## config.mk

```make
export PLATFORM = sky130hd
export DESIGN_NAME = lbft_front
export DESIGN_NICKNAME = d
export VERILOG_FILES = /design/src/sv/lbft_pkg.sv /design/src/sv/lbft_front.sv
export SDC_FILE = /design/constraint.sdc
export NUM_CORES = 1
export LEC_CHECK = 0
export BUFFER_PORTS_ARGS = -buffer_cell sky130_fd_sc_hd__buf_2
export CELL_PAD_IN_SITES_DETAIL_PLACEMENT = 1
export CELL_PAD_IN_SITES_GLOBAL_PLACEMENT = 2
export CORE_MARGIN = 5
export CORE_UTILIZATION = 38
export DETAILED_ROUTE_END_ITERATION = 16
export PLACE_DENSITY_LB_ADDON = 0.25
export SLEW_MARGIN = 5
export SYNTH_ARGS = -nofsm -noshare
export SYNTH_HDL_FRONTEND = slang
export SYNTH_SLANG_ARGS = --single-unit
```

## constraint.sdc

```tcl
create_clock -name i_clk -period 11.8 [get_ports i_clk]
set_input_delay 2.36 -clock i_clk [delete_from_list [all_inputs] [get_ports i_clk]]
set_output_delay 2.36 -clock i_clk [all_outputs]
set_load 0.005 [all_outputs]
```

## src/sv/lbft_pkg.sv

```systemverilog
// Shared types and constants for the learning bridge forwarding table.
// No dependencies.
package lbft_pkg;

    localparam int TABLE_ENTRIES = 1024;
    localparam int IDX_W         = $clog2(TABLE_ENTRIES);
    localparam int CNT_W         = IDX_W + 1;
    localparam int MAC_W         = 48;
    localparam int PORT_W        = 16;
    localparam int TIME_W        = 32;
    localparam int TMO_W         = 17;
    localparam logic [TMO_W-1:0] TIMEOUT_RESET = TMO_W'(300);

    typedef enum logic [1:0] {
        ACT_FORWARD   = 2'd0,
        ACT_SAME_PORT = 2'd1,
        ACT_FLOOD     = 2'd2,
        ACT_SHORT     = 2'd3
    } t_action;

    typedef enum logic [2:0] {
        ST_CLEAR,
        ST_IDLE,
        ST_SWEEP,
        ST_LEARN,
        ST_AGE,
        ST_DONE
    } t_state;

    typedef struct packed {
        logic [MAC_W-1:0]  src_mac;
        logic [MAC_W-1:0]  dst_mac;
        logic [PORT_W-1:0] in_port;
        logic [TIME_W-1:0] now_seconds;
        logic              short_frame;
        logic              same_mac;
    } t_req;

    typedef struct packed {
        logic              valid;
        logic [MAC_W-1:0]  mac;
        logic [PORT_W-1:0] port;
        logic [TIME_W-1:0] stamp;
    } t_entry;

endpackage

```

## src/sv/lbft_front.sv

```systemverilog
// Front end: accepts frame headers, classifies them, queues requests.
// Depends on lbft_pkg.
module lbft_front (
    input  logic                      i_clk,
    input  logic                      i_rst_n,
    input  logic                      i_valid,
    output logic                      o_stall,
    input  logic [lbft_pkg::MAC_W-1:0]  i_src_mac,
    input  logic [lbft_pkg::MAC_W-1:0]  i_dst_mac,
    input  logic [lbft_pkg::PORT_W-1:0] i_in_port,
    input  logic [lbft_pkg::TIME_W-1:0] i_now_seconds,
    input  logic                      i_short_frame,
    output logic                      o_req_valid,
    output lbft_pkg::t_req            o_req,
    input  logic                      i_req_pop
);
    import lbft_pkg::*;

    t_req       r_q [2];
    logic       r_wp, r_rp;
    logic [1:0] r_cnt;
    logic       w_push, w_pop;
    t_req       w_in;

    assign o_stall     = (r_cnt == 2'd2);
    assign o_req_valid = (r_cnt != 2'd0);
    assign o_req       = r_q[r_rp];
    assign w_push      = i_valid && !o_stall;
    assign w_pop       = i_req_pop && o_req_valid;

    always_comb begin
        w_in.src_mac     = i_src_mac;
        w_in.dst_mac     = i_dst_mac;
        w_in.in_port     = i_in_port;
        w_in.now_seconds = i_now_seconds;
        w_in.short_frame = i_short_frame;
        w_in.same_mac    = (i_src_mac == i_dst_mac);
    end

    always_ff @(posedge i_clk) begin
        if (w_push) begin
            r_q[r_wp] <= w_in;
        end
        if (!i_rst_n) begin
            r_wp  <= 1'b0;
            r_rp  <= 1'b0;
            r_cnt <= 2'd0;
        end else begin
            if (w_push) r_wp <= ~r_wp;
            if (w_pop)  r_rp <= ~r_rp;
            r_cnt <= r_cnt + {1'b0, w_push} - {1'b0, w_pop};
        end
    end

endmodule

```

---- Yosys cells after proc, flatten, opt, wreduce, memory -nomap -nowiden ----
Memories as Yosys holds them, arrays and structs flattened. A register that Yosys moved wholly into a read port is not among the register bits.
Index checks and enable logic that the tools add are counted.
W data, S select, Z words.
storage, ports and cells
  register bits after elaboration ......... 4
  latch bits .............................. 0
  output and inout port bits .............. 148
  input port bits ......................... 149
  memories kept ........................... 1
  bits in read-only memories .............. 0
  bits in writable memories ............... 292
memory list
  memory  words  bits a word  read ports  clocked after memory_dff  write ports  line              text
  r_q     2      146          1           1                         1            lbft_front.sv:19  t_req r_q [2];
operators by class
  add/sub/neg operators ................... 2
  order comparisons ....................... 0
  reductions and logical operators ........ 4
  equal/unequal tests ..................... 2
  multipliers ............................. 0
  divide/modulo/power cells ............... 0
  shift operators ......................... 0
  mux-type cells .......................... 4
  bitwise logic cells ..................... 2
operators with widths
  cell                  number
  $eq A48 B48 Y1        1
  $mux W1               4
  $add A2 B1 Y2         1
  $eq A2 B2 Y1 const B  1
  $logic_and A1 B1 Y1   2
  $not A1 Y1            2
  $reduce_bool A2 Y1    1
  $sub A2 B1 Y2         1
  $logic_not A1 Y1      1

---- Longest topological paths before layout ----
Gate-level depths: netlist of run 1.
  word-level depth ........................ 5
  mapped depth ............................ 8
  depth with buffers taken out ............ 8

---- Worst setup path before layout of run 1 ----
OpenSTA, ideal clock, no wires.
  path type ............................... input port to flip-flop
  start point ............................. input port i_valid
  end point ............................... memory r_q[0][0] (netlist name), enable pin
  arrival time ............................ 8515 ps
  path buffers ............................ 0
  stages on the path ...................... 2
  data required time ...................... 11147 ps
  slack ................................... 2632 ps
  path through ............................ nand2_1 nor2_1
between the ends
  longest elaborated chain between the ends .. 3
RTL lines
  element                        line              text
  start, declared                lbft_front.sv:6   input logic i_valid,
  $logic_and A1 B1 Y1            lbft_front.sv:28  assign w_push = i_valid && !o_stall;
  $mux W1                        lbft_front.sv:41  if (w_push) begin
  $mux W1 (implied by the code)  lbft_front.sv:42  r_q[r_wp] <= w_in;
  end, declared                  lbft_front.sv:19
No other way between the ends.

==> impl_metrics.env, run 1 <==
export IMPL_setup_tns_ps=0
export IMPL_end_kind="output pin"
export IMPL_drtAntennaViolNets=0
export IMPL_synthAdderAreaFrac_pct=0.222
export IMPL_area_delta_synth_final_pct=24.5
export IMPL_routed_wl_mm=25.9
export IMPL_placed_area_mm2=0.0132
export IMPL_synth_distinct_cells=20
export IMPL_worstPathRequired_ps=9440
export IMPL_fin_area_mm2=0.0140
export IMPL_die_area_mm2=0.0332
export IMPL_gp_congestion=0.766
export IMPL_rsz0062_at_grt="false"
export IMPL_finalPower_w=0.00286
export IMPL_fp_dieW_um=182
export IMPL_vias=6031
export IMPL_synth_top_family_by_area="multiplexers"
export IMPL_tightest_slew_ps=1110
export IMPL_post_synth_cell_area_avg_um2=20.8
export IMPL_fillCellCount=2862
export IMPL_cts_tree="yes"
export IMPL_synth_xor_xnor_area_share_pct=4.04
export IMPL_ios=297
export IMPL_crit_fanout=80
export IMPL_critical_path_class="flip-flop to output pin"
export IMPL_ctsResizeCount=0
export IMPL_max_slew_margin_rel_pct=26.2
export IMPL_ys_top_cells_by_area="edfxtp_1, mux2_2, xor2_1, buf_4, dfxtp_1"
export IMPL_grt_pass1_wl_mm=38.6
export IMPL_mostFrequentLayoutCells="buf_2, edfxtp_1, mux2_2"
export IMPL_hold_worst_slack_ps=556
export IMPL_fmax_mhz=183
export IMPL_final_util_pct=47.6
export IMPL_path_clk_slew_ps=50
export IMPL_maxSlewViolCount=0
export IMPL_hold_viol_final=0
export IMPL_synth_area_mux_share_pct=14.6
export IMPL_grt_pass1_vias=6554
export IMPL_fin_crit_ps=5460
export IMPL_root_buffer="clkbuf_16"
export IMPL_antenna_found_initial=6
export IMPL_hpwlAfterDp_mm=18.1
export IMPL_ir_drop_uv=129
export IMPL_ctsHoldBuffers=0
export IMPL_grt_overflow_total=0
export IMPL_fin_nets=1010
export IMPL_synth_cell_area_mm2=0.0113
export IMPL_skew_ps=7.22
export IMPL_post_route_period_util_pct=46.3
export IMPL_outcome="finished clean"
export IMPL_drtIter0Drc=320
export IMPL_insertion_delay_ps=530
export IMPL_core_mm2=0.0295
export IMPL_synth_nets=693
export IMPL_cp_start_kind="flip-flop"
export IMPL_synth_compound_area_share_pct=0
export IMPL_first_pass_iters=4
export IMPL_layout_drive_gt1_share_pct=55.4
export IMPL_drcViolationCount=0
export IMPL_p_per_area_mw_per_mm2=203
export IMPL_via_per_inst=4.76
export IMPL_cp_arrival_ps=3100
export IMPL_htreeDepth=1
export IMPL_cp_slowest_cell="dfxtp_4"
export IMPL_synth_warnings=0
export IMPL_grt_max_degree=81
export IMPL_avgRoutedWirePerCell_um=20.5
export IMPL_io_buffers=296
export IMPL_synth_simple_area_share_pct=1.51
export IMPL_clk_path_buf_depth=3
export IMPL_cap_viol_max_count=0
export IMPL_postCtsSetupRepairBufs=0
export IMPL_rows=63
export IMPL_cts_buffers_inserted=31
export IMPL_finalSetupViolations=0
export IMPL_grt_usage_pct=14.9
export IMPL_fp_dieH_um=182
export IMPL_path_cells="buf_4 -> mux2_2 -> buf_2"
export IMPL_hp_class="flip-flop to flip-flop"
export IMPL_clkSinkCount=297
export IMPL_final_common_cell="buf_2"
export IMPL_synth_largest_area_cell="edfxtp_1"
export IMPL_yosysTopAreaCellShare_pct=77.7
export IMPL_leakagePower_nw=5.19
export IMPL_start_util_pct=38.3
export IMPL_ys_ff_latch=297
export IMPL_ys_seq_area_share_pct=78.6
export IMPL_netlist_instances=542
export IMPL_critPathMaxStageDelay_ps=920
==> report_power, final <==
group          total [W]  switching, W  internal, W  leakage [nW]
clock           0.000839      0.000365     0.000474         0.418
combinational   0.000615      0.000310     0.000305          2.00
sequential       0.00141     0.0000627      0.00134          2.77
total            0.00286      0.000737      0.00212          5.19
==> synthesized netlist by cell type <==
cell type	number
and2_4	1
buf_2	2
inv_1	2
xnor2_1	4
xor2_1	48
edfxtp_1	292
and2_1	3
nor2b_1	2
buf_4	14
nor4_1	12
or2_2	1
nand2b_1	1
nor3_2	1
mux2_2	146
nor2_1	1
nand2_1	1
nand4_1	3
dfxtp_1	5
ha_1	2
and3_1	1
==> metrics by stage <==
step                setup slack (ps)  std cells
finish                          6340       1268
global route                    6180       1268
CTS                             6270       1267
detailed placement              6830       1216
global placement                6890       1216
floorplan                       2630        542
==> cell families (layout without fill, tap and decap cells) <==
group | Yosys count | in the layout
other | 0 | 1
XOR/XNOR | 52 | 52
adder cells (fa/ha/maj) | 2 | 2
multiplexers | 146 | 146
buffers and inverters | 18 | 353
AND/OR/NAND/NOR | 27 | 27
flip-flops | 297 | 297
==> final cells by class <==
| class | count | area (µm²) | share of cell area, % |
|---|---|---|---|
| Antenna cell | 1 | 2.50 | 0.0178 |
| Clock buffer | 38 | 802 | 5.71 |
| Clock inverter | 13 | 56.3 | 0.401 |
| Inverter | 2 | 7.51 | 0.0534 |
| Multi-Input combinational cell | 227 | 2310 | 16.4 |
| Sequential cell | 297 | 8870 | 63.2 |
| Tap cell | 390 | 488 | 3.47 |
| Timing Repair Buffer | 300 | 1510 | 10.8 |
==> state kept, by name, summed over array words and instances (netlist names), named ones only <==
signal,count
r_rp,1
r_cnt,2
r_wp,1
r_q,292
==> per-layer routing <==
| layer | GRT usage [%] | vias up | share of wire, % |
|---|---|---|---|
| met5 | 0 | - | 0.21 |
| met4 | 2.85 | 10 | 1.4 |
| met3 | 5.22 | 38 | 9.1 |
| met2 | 24.8 | 234 | 48 |
| met1 | 19.1 | 2987 | 42 |
| li1 | - | 2762 | - |
==> worst max-delay path: cells and delay by family (launching register included) <==
family	cells	cell delay, ps
flops	1	920
mux	1	450
buf+inv	2	1060
==> worst paths after layout <==
| kind | start | end | slack [ps] | cells after the start |
|---|---|---|---|---|
| max reg2reg | r_cnt[0] | r_q[0][77] | 8810 | 5 |
| max | flip-flop | o_req[22] | 6340 | 3 |
| min reg2reg | r_rp | flip-flop | 560 | 2 |
| min | r_rp | flip-flop | 560 | 2 |
(Power assumes the default switching activity.)
==> run 2: changes to the inputs <==
- CORE_UTILIZATION: 38 -> 34
- clock period: 11.8 -> 4.61 ns (I/O delays scaled with it)
==> run 2 against run 1 <==
  * Clock power increased to 2.8 times the previous value
  * Non-clock buffer count grew 3
  * Power rose to 2.7 times the previous value
  * Via count shrank 0.18%
  * Combinational power grew to 2.7 times the previous value
  * Worst setup slack got worse by 5000 ps
  * Utilization fell by 3.8 points
  * Register-to-register slack lost 6300 ps
  * Cell count rose by 4.9%
  * Routed wire length is 4.1% higher
  * Sequential power grew to 2.5 times the previous value
  * Die area up 11%
  * Largest cell class unchanged
==> impl_metrics.env, run 2 (same netlist as run 1, synthesis figures left out) <==
export IMPL_outcome="finished clean"
export IMPL_antenna_found_initial=7
export IMPL_crit_fanout=76
export IMPL_drcViolationCount=0
export IMPL_drtIter0Drc=227
export IMPL_ios=297
export IMPL_max_slew_margin_rel_pct=33.3
export IMPL_cap_viol_max_count=0
export IMPL_via_per_inst=4.53
export IMPL_cts_tree="yes"
export IMPL_drtAntennaViolNets=0
export IMPL_ctsHoldBuffers=0
export IMPL_fp_dieH_um=192
export IMPL_root_buffer="clkbuf_16"
export IMPL_finalSetupViolations=0
export IMPL_grt_pass1_wl_mm=39.0
export IMPL_start_util_pct=34.6
export IMPL_use_met3_pct=5.25
export IMPL_path_cells="buf_12 -> mux2_2 -> buf_2"
export IMPL_p_per_area_mw_per_mm2=530
export IMPL_path_buf_inv=2
export IMPL_regMostFlops="r_q"
export IMPL_path_clk_slew_ps=60
export IMPL_met1_usage_pct=16.8
export IMPL_critical_path_class="flip-flop to output pin"
export IMPL_grt_busiest_layer="met2"
export IMPL_grt_max_degree=77
export IMPL_cp_start_kind="flip-flop"
export IMPL_sw_frac_of_total_pct=25.8
export IMPL_tightest_slew_ps=991
export IMPL_skew_ps=10.2
export IMPL_cts_buffers_inserted=31
export IMPL_netSwitchingPower_w=0.00196
export IMPL_fin_nets=1013
export IMPL_area_delta_synth_final_pct=26.6
export IMPL_die_area_mm2=0.0369
export IMPL_io_buffers=296
export IMPL_reg2reg_slack_ps=2530
export IMPL_ir_drop_uv=295
export IMPL_clock_power_share_pct=31.5
export IMPL_end_kind="output pin"
export IMPL_insertion_delay_ps=550
export IMPL_htreeDepth=1
export IMPL_combPwrFrac_pct=21.5
export IMPL_power_frac_seq_pct=47.0
export IMPL_rows=66
export IMPL_timing_rr_start="r_cnt[0]"
export IMPL_p_int_w=0.00562
export IMPL_core_mm2=0.0326
export IMPL_clk_path_buf_depth=3
export IMPL_hold_viol_final=0
export IMPL_worstPathRequired_ps=3690
export IMPL_cp_arrival_ps=2350
export IMPL_top_regs="r_q: 292 flops, r_cnt: 2 flops"
export IMPL_final_common_cell="buf_2"
export IMPL_setup_tns_ps=0
export IMPL_rsz0062_at_grt="false"
export IMPL_clkSinkCount=297
export IMPL_first_pass_iters=4
export IMPL_grt_usage_pct=13.9
export IMPL_hp_class="flip-flop to flip-flop"
export IMPL_routed_wl_mm=27.0
export IMPL_hpwlAfterDp_mm=19.0
export IMPL_postCtsSetupRepairBufs=0
export IMPL_fp_dieW_um=192
export IMPL_leakagePower_nw=5.27
export IMPL_cp_top_family="flip-flops"
export IMPL_maxSlewViolCount=0
export IMPL_placed_area_mm2=0.0133
export IMPL_layout_drive_gt1_share_pct=56.2
export IMPL_grt_overflow_total=0
export IMPL_cp_slowest_cell="dfxtp_4"
export IMPL_fin_area_mm2=0.0143
export IMPL_ctsResizeCount=0
export IMPL_use_met2_pct=23.6
export IMPL_post_route_period_util_pct=71.0
export IMPL_vias=6020
export IMPL_avgRoutedWirePerCell_um=20.3
export IMPL_gp_congestion=0.745
export IMPL_fin_crit_ps=3270
export IMPL_fmax_mhz=306
export IMPL_mostFrequentLayoutCells="buf_2, edfxtp_1, mux2_2"
export IMPL_critPathMaxStageDelay_ps=710
export IMPL_largest_reg_flops=292
export IMPL_grt_pass1_vias=6682
export IMPL_hold_start="r_rp"
-- run 2: cell types whose count changed in the layout (fill, tap and decap cells not counted), sizes merged --
cell,change
bufinv,+3
clkbuf,-3
inv,+1
clkinv,+3
buf,+3
clkinvlp,+2
diode,+1
-- run 2: area by class of cell --
type	count	area (µm²)
fillers	3258	18300
repair buffers	303	1570
flip-flops and latches	297	8870
multi-input cells	227	2310
well taps	442	553
clock inverters	22	185
diodes	2	5.00
inverters	2	7.51
clock buffers	35	791
-- run 2: worst paths after layout --
| kind | to | cells past startpoint |
|---|---|---|
| hold reg to reg | flip-flop | 2 |
| setup / recovery | o_req[58] | 3 |
| hold / removal | flip-flop | 2 |
| setup reg to reg | r_q[1][14] | 3 |
-- run 2: power groups by stage --
stage          clock, W  combinational, W  sequential, W
2_1_floorplan         0          0.000969        0.00356
3_5_place_dp          0           0.00167        0.00363
6_report        0.00239           0.00163        0.00356
4_1_cts         0.00247           0.00168        0.00357
5_1_grt         0.00261           0.00179        0.00359
3_3_place_gp          0           0.00167        0.00361
-- run 2: tightest hold or removal path: stages, from the launching register on --
cell,delay (ps)
dfxtp_1,320
xnor2_1,90
nor2b_1,100
-- run 2: stage by stage --
step                      utilization (%)  setup WS, ps  power [W]  std cells  hold slack [ps]
after detailed placement             40.8          1800    0.00530       1271              524
final                                43.8          1340    0.00758       1330              541
after global routing                 43.8          1200    0.00800       1328              526
after global placement               40.8          1820    0.00529       1271              517
after CTS                            43.8          1270    0.00773       1328              521
after floorplan                         -           977    0.00453        542              503
-- run 2: per-layer routing --
layer | vias to the layer above | part of all wire (%)
met1 | 2978 | 40
met5 | - | 0.25
li1 | 2763 | -
met2 | 219 | 48
met3 | 50 | 9.3
met4 | 10 | 2.2
==> run 3: changes to the inputs <==
- clock period: 4.61 -> 2.8 ns (I/O delays scaled with it)
==> run 3 against run 2 <==
  * Sequential power increased by 63%
  * Via count grew 1.7%
  * First-iteration DRC count fell by 26%
  * Worst hold slack lost 290 ps
  * Clock power increased by 84%
  * Die area is the same
  * Routed wire length decreased by 0.20%
  * Power increased by 73%
  * Utilization grew 1.0 points
  * Sequential share of layout area down 1.4 points
  * Flip-flop and latch count did not move
  * Clock skew rose by 0.87 ps
==> impl_metrics.env, run 3 (same netlist as run 1, synthesis figures left out) <==
export IMPL_fin_crit_ps=2500
export IMPL_p_per_area_mw_per_mm2=896
export IMPL_cp_slowest_cell="dfxtp_4"
export IMPL_start_util_pct=34.6
export IMPL_largest_reg_flops=292
export IMPL_hp_class="input port to flip-flop"
export IMPL_critical_path_class="flip-flop to output pin"
export IMPL_route_met2_wl_mm=12.9
export IMPL_clk_path_buf_depth=3
export IMPL_placed_area_mm2=0.0135
export IMPL_tightest_slew_ps=699
export IMPL_final_seq_area_mm2=0.00887
export IMPL_insertion_delay_ps=500
export IMPL_skew_ps=11.1
export IMPL_grt_pass1_vias=6812
export IMPL_path_clk_slew_ps=60
export IMPL_routed_wl_mm=27.0
export IMPL_end_kind="output pin"
export IMPL_ctsHoldBuffers=0
export IMPL_outcome="finished clean"
export IMPL_avgRoutedWirePerCell_um=20.1
export IMPL_drt_met1_wl_mm=10.5
export IMPL_setup_ws_ps=297
export IMPL_drcViolationCount=0
export IMPL_critPathMaxStageDelay_ps=520
export IMPL_postCtsSetupRepairBufs=0
export IMPL_antenna_found_initial=10
export IMPL_leakagePower_nw=5.43
export IMPL_clkSinkCount=297
export IMPL_hpwlAfterDp_mm=19.2
export IMPL_root_buffer="clkbuf_16"
export IMPL_top_regs="r_q: 292 flops, r_cnt: 2 flops"
export IMPL_post_route_period_util_pct=89.4
export IMPL_crit_top_cell="buf_12"
export IMPL_path_buf_inv=3
export IMPL_regMostFlops="r_q"
export IMPL_top_layer_used="met5"
export IMPL_hold_worst_slack_ps=255
export IMPL_via_per_inst=4.56
export IMPL_cp_start_kind="flip-flop"
export IMPL_cp_arrival_ps=1940
export IMPL_dp_slack_ps=507
export IMPL_grt_pass1_wl_mm=39.6
export IMPL_cts_tree="yes"
export IMPL_multi_input_area_mm2=0.00233
export IMPL_hold_start="i_in_port[3]"
export IMPL_grt_max_degree=76
export IMPL_clock_power_share_pct=33.4
export IMPL_power_frac_seq_pct=44.3
export IMPL_io_buffers=296
export IMPL_cap_viol_max_count=0
export IMPL_gp_congestion=0.705
export IMPL_cp_top_family="buffers and inverters"
export IMPL_fmax_mhz=400
export IMPL_fin_nets=1026
export IMPL_max_slew_margin_rel_pct=53.0
export IMPL_worstPathRequired_ps=2240
export IMPL_combPwrFrac_pct=22.3
export IMPL_ios=297
export IMPL_die_area_mm2=0.0369
export IMPL_p_int_w=0.00985
export IMPL_sw_frac_of_total_pct=24.9
export IMPL_fp_dieH_um=192
export IMPL_wl_met3_mm=3.02
export IMPL_fillCellCount=3233
export IMPL_core_mm2=0.0326
export IMPL_hold_viol_final=0
export IMPL_cts_buffers_inserted=34
export IMPL_timing_rr_start="r_cnt[1]"
export IMPL_ir_drop_uv=579
export IMPL_layout_drive_gt1_share_pct=57.1
export IMPL_final_cells=1343
export IMPL_first_pass_iters=4
export IMPL_grt_usage_pct=14.1
export IMPL_ctsResizeCount=0
export IMPL_rows=66
export IMPL_drtIter0Drc=167
export IMPL_setup_tns_ps=0
export IMPL_fp_dieW_um=192
export IMPL_netSwitchingPower_w=0.00327
export IMPL_mostFrequentLayoutCells="buf_2, edfxtp_1, mux2_2"
export IMPL_vias=6123
export IMPL_drtAntennaViolNets=0
export IMPL_area_delta_synth_final_pct=29.7
export IMPL_maxSlewViolCount=0
export IMPL_grt_overflow_total=0
export IMPL_fin_area_mm2=0.0146
export IMPL_final_common_cell="buf_2"
export IMPL_finalSetupViolations=0
export IMPL_crit_fanout=20
export IMPL_place_inst=1281
export IMPL_htreeDepth=2
export IMPL_path_cells="buf_12 -> buf_12 -> mux2_2 -> buf_2"
export IMPL_rsz0062_at_grt="false"
run 3: cell types whose count changed in the layout (fill, tap and decap cells not counted), sizes merged:
cell	delta
bufinv	+1
clkinvlp	-2
buf	+10
clkbuf	+11
clkinv	-6
inv	-1
run 3: path summary, 6_finish.rpt:
path,cells after the start,to,slack (ps)
max,4,o_req[93],300
min,1,r_q[1][37],250
max reg2reg,8,r_cnt[1],990
min reg2reg,2,r_rp,570
run 3: metal layers:
metal	track usage [%]	vias to the layer above
li1	-	2796
met1	16.2	3023
met5	0	-
met2	23.6	243
met4	3.43	16
met3	7.02	45
run 3: through the flow:
step	utilization, %	power [W]
finish	44.9	0.0131
global route	44.9	0.0138
CTS	44.8	0.0134
detailed placement	41.4	0.00892
global placement	41.4	0.00888
floorplan	-	0.00747
run 3: final cells by class:
type                            count  share of cell area [%]
Antenna cell                        2                  0.0342
Clock buffer                       46                    6.56
Clock inverter                     14                    1.12
Inverter                            2                  0.0513
Multi-Input combinational cell    227                    15.9
Sequential cell                   297                    60.6
Tap cell                          442                    3.78
Timing Repair Buffer              313                    11.9
run 3: power groups by stage:
stage	Clock (W)	Sequential (W)	Combinational, W
after floorplan	0	0.00586	0.00161
after global placement	0	0.00587	0.00302
after detailed placement	0	0.00591	0.00302
after CTS	0.00455	0.00581	0.00303
after global routing	0.00477	0.00585	0.00321
final	0.00439	0.00580	0.00292
